File: src/dis_pkg.sv
// ----------------------------------------------------------------------------
// dis_pkg
// Shared types and constants for the debounced interlock stepper sweep.
// ----------------------------------------------------------------------------
package dis_pkg;

	// Configuration register indexes
	localparam int unsigned CFG_IDX_W = 2;
	typedef enum logic [CFG_IDX_W-1:0] {
		REG_DEBOUNCE_TICKS = 2'd0,
		REG_STEPS_PER_REV  = 2'd1,
		REG_DWELL_TICKS    = 2'd2,
		REG_STEP_PERIOD    = 2'd3
	} cfg_reg_t;

	localparam int unsigned CFG_DATA_W = 16;

	// Reset values of the configuration registers
	localparam logic [15:0] DEBOUNCE_RST = 16'd500;
	localparam logic [15:0] STEPS_RST    = 16'd2048;
	localparam logic [15:0] DWELL_RST    = 16'd2000;
	localparam logic [7:0]  PERIOD_RST   = 8'd3;

	// Saturation limits
	localparam logic [16:0] STABLE_MAX = 17'h1FFFF;
	localparam logic [15:0] DWELL_MAX  = 16'hFFFF;

	// Sweep phases
	typedef enum logic [1:0] {
		PH_CW     = 2'd0,
		PH_DWELL0 = 2'd1,
		PH_CCW    = 2'd2,
		PH_DWELL1 = 2'd3
	} phase_t;

	// Live configuration
	typedef struct packed {
		logic [15:0] debounce_ticks;
		logic [15:0] steps_per_rev;
		logic [15:0] dwell_ticks;
		logic [7:0]  step_period;
	} cfg_t;

	// Debounce status handed to the sequencer and the result
	typedef struct packed {
		logic flag;
		logic changed;
	} deb_t;

	// One result item
	typedef struct packed {
		logic       relay_active;
		logic       state_changed;
		logic       step_pulse;
		logic       step_reverse;
		logic [1:0] sweep_phase;
	} res_t;

endpackage

File: src/dis_regs.sv
// ----------------------------------------------------------------------------
// dis_regs
// Configuration register file, written through the config channel.
// ----------------------------------------------------------------------------
module dis_regs (
	input  logic                           clk,
	input  logic                           arst_n,
	input  logic                           wr_en,
	input  logic [dis_pkg::CFG_IDX_W-1:0]  wr_index,
	input  logic [dis_pkg::CFG_DATA_W-1:0] wr_data,
	output dis_pkg::cfg_t                  cfg
);
	import dis_pkg::*;

	cfg_t cfg_q;

	// Write the addressed register
	always_ff @(posedge clk or negedge arst_n) begin
		if (!arst_n) begin
			cfg_q.debounce_ticks <= DEBOUNCE_RST;
			cfg_q.steps_per_rev  <= STEPS_RST;
			cfg_q.dwell_ticks    <= DWELL_RST;
			cfg_q.step_period    <= PERIOD_RST;
		end else if (wr_en) begin
			unique case (cfg_reg_t'(wr_index))
				REG_DEBOUNCE_TICKS: cfg_q.debounce_ticks <= wr_data;
				REG_STEPS_PER_REV:  cfg_q.steps_per_rev  <= wr_data;
				REG_DWELL_TICKS:    cfg_q.dwell_ticks    <= wr_data;
				REG_STEP_PERIOD:    cfg_q.step_period    <= wr_data[7:0];
				default: ;
			endcase
		end
	end

	assign cfg = cfg_q;

endmodule

File: src/dis_debounce.sv
// ----------------------------------------------------------------------------
// dis_debounce
// Level debouncer with a saturating stable counter and the obstacle flag.
// ----------------------------------------------------------------------------
module dis_debounce (
	input  logic        clk,
	input  logic        arst_n,
	input  logic        advance,
	input  logic        level,
	input  logic [15:0] debounce_ticks,
	output dis_pkg::deb_t deb
);
	import dis_pkg::*;

	logic        last_level_q;
	logic [16:0] stable_q;
	logic        flag_q;

	logic [16:0] stable_nx;
	logic        accept_lvl;

	// Restart on a level change, otherwise count up to saturation
	always_comb begin
		if (level != last_level_q) begin
			stable_nx = '0;
		end else if (stable_q < STABLE_MAX) begin
			stable_nx = stable_q + 17'd1;
		end else begin
			stable_nx = stable_q;
		end
		accept_lvl  = (stable_nx > {1'b0, debounce_ticks}) && (level != flag_q);
		deb.changed = accept_lvl;
		deb.flag    = accept_lvl ? level : flag_q;
	end

	// Hold state until an item is taken
	always_ff @(posedge clk or negedge arst_n) begin
		if (!arst_n) begin
			last_level_q <= 1'b0;
			stable_q     <= '0;
			flag_q       <= 1'b0;
		end else if (advance) begin
			last_level_q <= level;
			stable_q     <= stable_nx;
			flag_q       <= deb.flag;
		end
	end

endmodule

File: src/dis_sweep.sv
// ----------------------------------------------------------------------------
// dis_sweep
// Four-phase sweep sequencer: cw steps, dwell, ccw steps, dwell.
// ----------------------------------------------------------------------------
module dis_sweep (
	input  logic          clk,
	input  logic          arst_n,
	input  logic          advance,
	input  logic          obstacle,
	input  dis_pkg::cfg_t cfg,
	output logic          step_pulse,
	output logic          step_reverse,
	output logic [1:0]    sweep_phase
);
	import dis_pkg::*;

	phase_t      phase_q, phase_nx;
	logic [15:0] step_q, step_nx;
	logic [15:0] dwell_q, dwell_nx;
	logic [7:0]  rate_q, rate_nx;

	logic [7:0]  period;
	logic [8:0]  rate_inc;
	logic [16:0] step_inc;
	logic [15:0] dwell_inc;

	// Next phase and counters for one tick
	always_comb begin
		period    = (cfg.step_period == 8'd0) ? 8'd1 : cfg.step_period;
		rate_inc  = {1'b0, rate_q} + 9'd1;
		step_inc  = {1'b0, step_q} + 17'd1;
		dwell_inc = (phase_q[0] && (dwell_q < DWELL_MAX)) ? dwell_q + 16'd1 : dwell_q;

		phase_nx     = phase_q;
		step_nx      = step_q;
		dwell_nx     = dwell_inc;
		rate_nx      = rate_q;
		step_pulse   = 1'b0;
		step_reverse = 1'b0;

		if (!obstacle) begin
			if (!phase_q[0]) begin
				if (rate_inc >= {1'b0, period}) begin
					rate_nx      = '0;
					step_pulse   = 1'b1;
					step_reverse = (phase_q == PH_CCW);
					if (step_inc >= {1'b0, cfg.steps_per_rev}) begin
						step_nx  = '0;
						dwell_nx = '0;
						phase_nx = phase_t'(phase_q + 2'd1);
					end else begin
						step_nx = step_inc[15:0];
					end
				end else begin
					rate_nx = rate_inc[7:0];
				end
			end else if (dwell_inc >= cfg.dwell_ticks) begin
				rate_nx  = '0;
				phase_nx = phase_t'(phase_q + 2'd1);
			end
		end
		sweep_phase = phase_nx;
	end

	// Advance on each taken item
	always_ff @(posedge clk or negedge arst_n) begin
		if (!arst_n) begin
			phase_q <= PH_CW;
			step_q  <= '0;
			dwell_q <= '0;
			rate_q  <= '0;
		end else if (advance) begin
			phase_q <= phase_nx;
			step_q  <= step_nx;
			dwell_q <= dwell_nx;
			rate_q  <= rate_nx;
		end
	end

endmodule

File: src/dis_out.sv
// ----------------------------------------------------------------------------
// dis_out
// Result register with a skid entry; stall toward the input is registered.
// ----------------------------------------------------------------------------
module dis_out (
	input  logic          clk,
	input  logic          arst_n,
	input  logic          push,
	input  dis_pkg::res_t push_data,
	output logic          full,
	output logic          out_valid,
	input  logic          out_stall,
	output dis_pkg::res_t out_data
);
	import dis_pkg::*;

	logic main_v_q, skid_v_q;
	res_t main_q, skid_q;
	logic pop;

	assign pop       = main_v_q && !out_stall;
	assign full      = skid_v_q;
	assign out_valid = main_v_q;
	assign out_data  = main_q;

	// Track occupancy of both entries
	always_ff @(posedge clk or negedge arst_n) begin
		if (!arst_n) begin
			main_v_q <= 1'b0;
			skid_v_q <= 1'b0;
		end else if (pop) begin
			if (skid_v_q) begin
				skid_v_q <= 1'b0;
			end else begin
				main_v_q <= push;
			end
		end else if (push) begin
			if (main_v_q) begin
				skid_v_q <= 1'b1;
			end else begin
				main_v_q <= 1'b1;
			end
		end
	end

	// Move payload: skid drains into main, new items fill the free entry
	always_ff @(posedge clk) begin
		if (pop) begin
			if (skid_v_q) begin
				main_q <= skid_q;
			end else if (push) begin
				main_q <= push_data;
			end
		end else if (push) begin
			if (main_v_q) begin
				skid_q <= push_data;
			end else begin
				main_q <= push_data;
			end
		end
	end

endmodule

File: src/debounced_interlock_stepper_sweep.sv
// ----------------------------------------------------------------------------
// debounced_interlock_stepper_sweep
// Debounced obstacle interlock driving a relay, with a back-and-forth
// stepper sweep that pauses while an obstacle is present.
// ----------------------------------------------------------------------------
//  channel | handshake           | payload
//  --------+---------------------+--------------------------------------------
//  in      | in_valid / in_stall | sensor_level
//  out     | out_valid/out_stall | relay_active, state_changed, step_pulse,
//          |                     | step_reverse, sweep_phase
//  cfg     | cfg_valid/cfg_ready | cfg_index, cfg_data
//
//  One tick item per clock while in_stall is low; its result is registered
//  in the output entries. All state updates in the cycle the item is taken.
//  A two-entry output (result register plus skid) keeps input stall a
//  registered signal; input stalls only when both entries are full.
//  Reset restores the register defaults and clears all sweep and debounce
//  state; no warm-up is needed. Config writes are always ready.
// ----------------------------------------------------------------------------
module debounced_interlock_stepper_sweep (
	input  logic                           clk,
	input  logic                           arst_n,
	input  logic                           in_valid,
	output logic                           in_stall,
	input  logic                           sensor_level,
	output logic                           out_valid,
	input  logic                           out_stall,
	output logic                           relay_active,
	output logic                           state_changed,
	output logic                           step_pulse,
	output logic                           step_reverse,
	output logic [1:0]                     sweep_phase,
	input  logic                           cfg_valid,
	output logic                           cfg_ready,
	input  logic [dis_pkg::CFG_IDX_W-1:0]  cfg_index,
	input  logic [dis_pkg::CFG_DATA_W-1:0] cfg_data
);
	import dis_pkg::*;

	cfg_t cfg;
	deb_t deb;
	res_t res, res_out;
	logic take;
	logic out_full;
	logic pulse, rev;
	logic [1:0] phase;

	assign cfg_ready = 1'b1;
	assign in_stall  = out_full;
	assign take      = in_valid && !out_full;

	dis_regs u_regs (
		.clk      (clk),
		.arst_n   (arst_n),
		.wr_en    (cfg_valid && cfg_ready),
		.wr_index (cfg_index),
		.wr_data  (cfg_data),
		.cfg      (cfg)
	);

	dis_debounce u_debounce (
		.clk            (clk),
		.arst_n         (arst_n),
		.advance        (take),
		.level          (sensor_level),
		.debounce_ticks (cfg.debounce_ticks),
		.deb            (deb)
	);

	dis_sweep u_sweep (
		.clk          (clk),
		.arst_n       (arst_n),
		.advance      (take),
		.obstacle     (deb.flag),
		.cfg          (cfg),
		.step_pulse   (pulse),
		.step_reverse (rev),
		.sweep_phase  (phase)
	);

	// Assemble the result item
	always_comb begin
		res.relay_active  = deb.flag;
		res.state_changed = deb.changed;
		res.step_pulse    = pulse;
		res.step_reverse  = rev;
		res.sweep_phase   = phase;
	end

	dis_out u_out (
		.clk       (clk),
		.arst_n    (arst_n),
		.push      (take),
		.push_data (res),
		.full      (out_full),
		.out_valid (out_valid),
		.out_stall (out_stall),
		.out_data  (res_out)
	);

	assign relay_active  = res_out.relay_active;
	assign state_changed = res_out.state_changed;
	assign step_pulse    = res_out.step_pulse;
	assign step_reverse  = res_out.step_reverse;
	assign sweep_phase   = res_out.sweep_phase;

endmodule
File: config.mk
export PLATFORM = sky130hd
export DESIGN_NAME = debounced_interlock_stepper_sweep
export DESIGN_NICKNAME = d
export VERILOG_FILES = /design/src/dis_pkg.sv /design/src/dis_regs.sv /design/src/dis_debounce.sv /design/src/dis_sweep.sv /design/src/dis_out.sv /design/src/debounced_interlock_stepper_sweep.sv
export SDC_FILE = /design/constraint.sdc
export NUM_CORES = 1
export LEC_CHECK = 0
export BUFFER_PORTS_ARGS = -buffer_cell sky130_fd_sc_hd__buf_2
export CELL_PAD_IN_SITES_DETAIL_PLACEMENT = 0
export CELL_PAD_IN_SITES_GLOBAL_PLACEMENT = 1
export CORE_UTILIZATION = 32
export CTS_CLUSTER_DIAMETER = 200
export DETAILED_ROUTE_END_ITERATION = 7
export GPL_TIMING_DRIVEN = 0
export MAX_ROUTING_LAYER = met4
export PLACE_DENSITY_LB_ADDON = 0.1
export SLEW_MARGIN = 20
export SYNTH_ARGS = -nofsm -noshare
export SYNTH_HDL_FRONTEND = slang
export SYNTH_SLANG_ARGS = --single-unit
File: constraint.sdc
create_clock -name clk -period 6 [get_ports clk]
set_input_delay 0 -clock clk [delete_from_list [all_inputs] [get_ports clk]]
set_output_delay 0 -clock clk [all_outputs]
set_load 0.03 [all_outputs]
==> results.cfg <==
[timing]
tightest_slew_ns = 0.988
slew_viol_final = 0
relSlewSlack = 0.337
fin_ws_ns = 0.820
layout_min_cycle_time_ns = 5.18
skew_ns = 0.0111
finalCritPeriodShare = 0.863
finalHoldViolCount = 0
rsz0062_at_grt = no
setup_violations = 0
timing.fmax_mhz = 193
tns_ns = 0

[power_and_ir_drop]
leakage_nw = 4.22
peakVddDrop_mv = 0.133
finalPower_w = 0.00320
power_density_mw_per_mm2 = 344

[yosys]
synth_most_common_cell = dfrtp_1
synthMuxAreaShare = 0.0702
synth_nets = 895
synthTopCellsByCount = 104 x dfrtp_1, 91 x nand2_1, 65 x inv_1
synth-edff-count = 12
synthAdderAreaFrac = 0.0971
syn_area_mm2 = 0.00786
synthXorXnorAreaFrac = 0.0635
ys_types = 61
synthTopCellsByArea = dfrtp_1 33%, ha_1 9.7%, mux2_2 7.0%
synth_largest_area_cell = dfrtp_1
synth_ff_type = dfrtp_1
synth_top_family_by_area = simple AND/OR/NAND/NOR gates
synth_top_cell_area_share = 0.331
syn_inst = 810
yosysWarnings = 0
ys_async_sr_fraction = 0.908
synth-simple-area-share = 0.169
synth_seq_cells = 131
yosysSeqAreaShare = 0.427
synth_compound_area_frac = 0.126
syn_area_per_cell_um2 = 9.70

[route]
drt_iter0_markers = 304
finalWirelength_um = 20700
wl_per_cell_um = 17.0
avgViaCountPerCell = 4.96
ant_nets = 0
firstDrtPassIters = 4
drc = 0
via_count = 6022

[die]
start_util = 0.331
rows = 56
pin_count = 33
chipWidth_um = 159
core_mm2 = 0.0238
fp.dieH_um = 159
fp.dieArea_mm2 = 0.0252

[worst_setup_path]
crit_path_max_fanout = 10
worstReg2RegStart = u_debounce.stable_q[9]$_DFFE_PN0P_
reg2reg_depth = 18
critical_path.endpoint = u_sweep.step_q[8]$_DFFE_PN0P_
r2r-end = u_sweep.step_q[8]$_DFFE_PN0P_
r2r_setup_slack_ns = 0.82
crit_slowest_cell = o31ai_1
path_buf_inv = 1
worstPathRequired_ns = 6.29
crit_type = reg2reg
cp.depth = 18
worstPathCellList = and4_4 -> nand4_4 -> or2_2 -> nor2_1 -> a21boi_0 -> nand3_1 -> xor2_1 -> nor2_1 -> ha_1 -> nand4_1 -> nor3_1 -> a2111oi_0 -> o31ai_1 -> a211o_2 -> nand4_2 -> clkbuf_1 -> o21ai_0 -> o41ai_2
startpoint = u_debounce.stable_q[9]$_DFFE_PN0P_
end_kind = flip-flop
cpMostUsedCell = nor2_1
start_kind = flip-flop
path_delay_family = simple AND/OR/NAND/NOR gates
max_stage_delay_ns = 0.70
cp.arrival_ns = 5.47

[clock_network]
cts_hold_buffers = 22
clock_latency_ns = 0.43
root_buffer = clkbuf_16
clk_path_buf_depth = 2
path_clk_slew_ns = 0.06
post_cts_buffers = 0
cts_tree = done
cts_max_level = 4
clkSinkCount = 131
cts_inserted_buffers = 17
cts_repair_resize_count = 0

[global_route]
grt_pass1_vias = 6186
grt_pass1_wl_um = 33700
antenna_found_initial = 0
grt_overflow = 0
grt_util_all_layers = 0.184
grt_max_degree = 61

[layout]
finalNetCount = 967
syn2layout_area_growth_pct = 18.3
antenna_cells = 0
drive_above_1_share = 0.171

[hold_path]
hold_path.class = in2reg

[flow_run]
max-cap-violations = 0

[placement]
portBuffers = 30
place_ws_ns = 0.819
hpwl_um = 15800
gp_congestion = 0.775

[run_status]
outcome = complete, no violations
sequential cells by signal, summed over array words and instances, names as in the netlist:
signal,cells
u_out.out_data,6
u_out.out_valid,1
u_sweep.phase_q,2
u_out.full,1
u_regs.cfg,56
u_debounce.last_level_q,1
u_debounce.flag_q,1
u_sweep.dwell_q,16
u_sweep.rate_q,8
u_out.skid_q,6
u_sweep.step_q,16
u_debounce.stable_q,17
power by group:
group          total [W]  switching, W  internal, W
logic           0.000868      0.000537     0.000331
clock network    0.00113      0.000413     0.000716
registers        0.00120      0.000119      0.00108
total            0.00320       0.00107      0.00213
layout by cell type, fill, tap and decap left out, types with 15 or more instances in the layout:
cell type      synthesis  layout
xnor2_1               24      24
nand4_1               24      24
mux2_2                49      49
a21oi_1               22      22
dfstp_2               15      15
clkbuf_16              0      17
buf_2                  1      30
clkbuf_1              23      23
o21ai_0               56      56
xor2_1                33      33
o31ai_1               17      17
inv_1                 65      65
nor2_1                58      58
nand3_1               40      40
ha_1                  61      61
dfrtp_1              104     104
nand2_1               91      91
dlygate4sd3_1          0      22
final cells by class:
class	instances	area, µm²
buffer	28	118
clock buffer	19	453
clock inverter	13	180
fill	2385	14500
inverter	65	244
multi-input combinational	586	4140
sequential	131	3360
tap	319	399
timing repair buffer	53	408
cell families after synthesis:
group                    Yosys count
XOR/XNOR                          57
other                              1
AND/OR/NAND/NOR                  271
multiplexers                      49
buffers and inverters             93
adder cells (fa/ha/maj)           61
AO/OA/AOI/OAI                    147
flip-flops                       131
metrics by stage:
| step | cells | util | hold slack [ns] | area, µm² |
|---|---|---|---|---|
| 2_1_floorplan | 810 | - | -0.296 | 7860 |
| 3_3_place_gp | 1159 | 0.354 | 0.269 | 8410 |
| 3_5_place_dp | 1160 | 0.355 | -0.0226 | 8440 |
| 4_1_cts | 1214 | 0.391 | 0.0485 | 9300 |
| 5_1_grt | 1214 | 0.391 | 0.0561 | 9300 |
| 6_report | 1214 | 0.391 | 0.0642 | 9300 |
metal layers:
metal  vias to the layer above  GRT usage  share of wire
met3                        17     0.0335          0.018
met1                      2958      0.232           0.48
li1                       2994          -              -
met5                         -          -              0
met4                         0     0.0481          0.012
met2                        53      0.304           0.49
how the worst min path moves through the flow:
stage,startpoint,endpoint,slack [ns],cells after the start
floorplan,arst_n,u_debounce.flag_q$_DFFE_PN0P_,-0.30,0
finish,sensor_level,u_debounce.last_level_q$_DFFE_PN0P_,0.06,3
CTS,sensor_level,u_debounce.last_level_q$_DFFE_PN0P_,0.05,3
global route,sensor_level,u_debounce.last_level_q$_DFFE_PN0P_,0.06,3
detailed placement,arst_n,u_sweep.step_q[4]$_DFFE_PN0P_,-0.02,1
global placement,in_valid,u_out.full$_DFFE_PN0P_,0.27,3
worst min-delay path: cells and delay by family:
kind	cells	cell delay (ns)
buffers and inverters	1	0.26
AND/OR/NAND/NOR	2	0.19
Power figures use the tool's default switching activity.
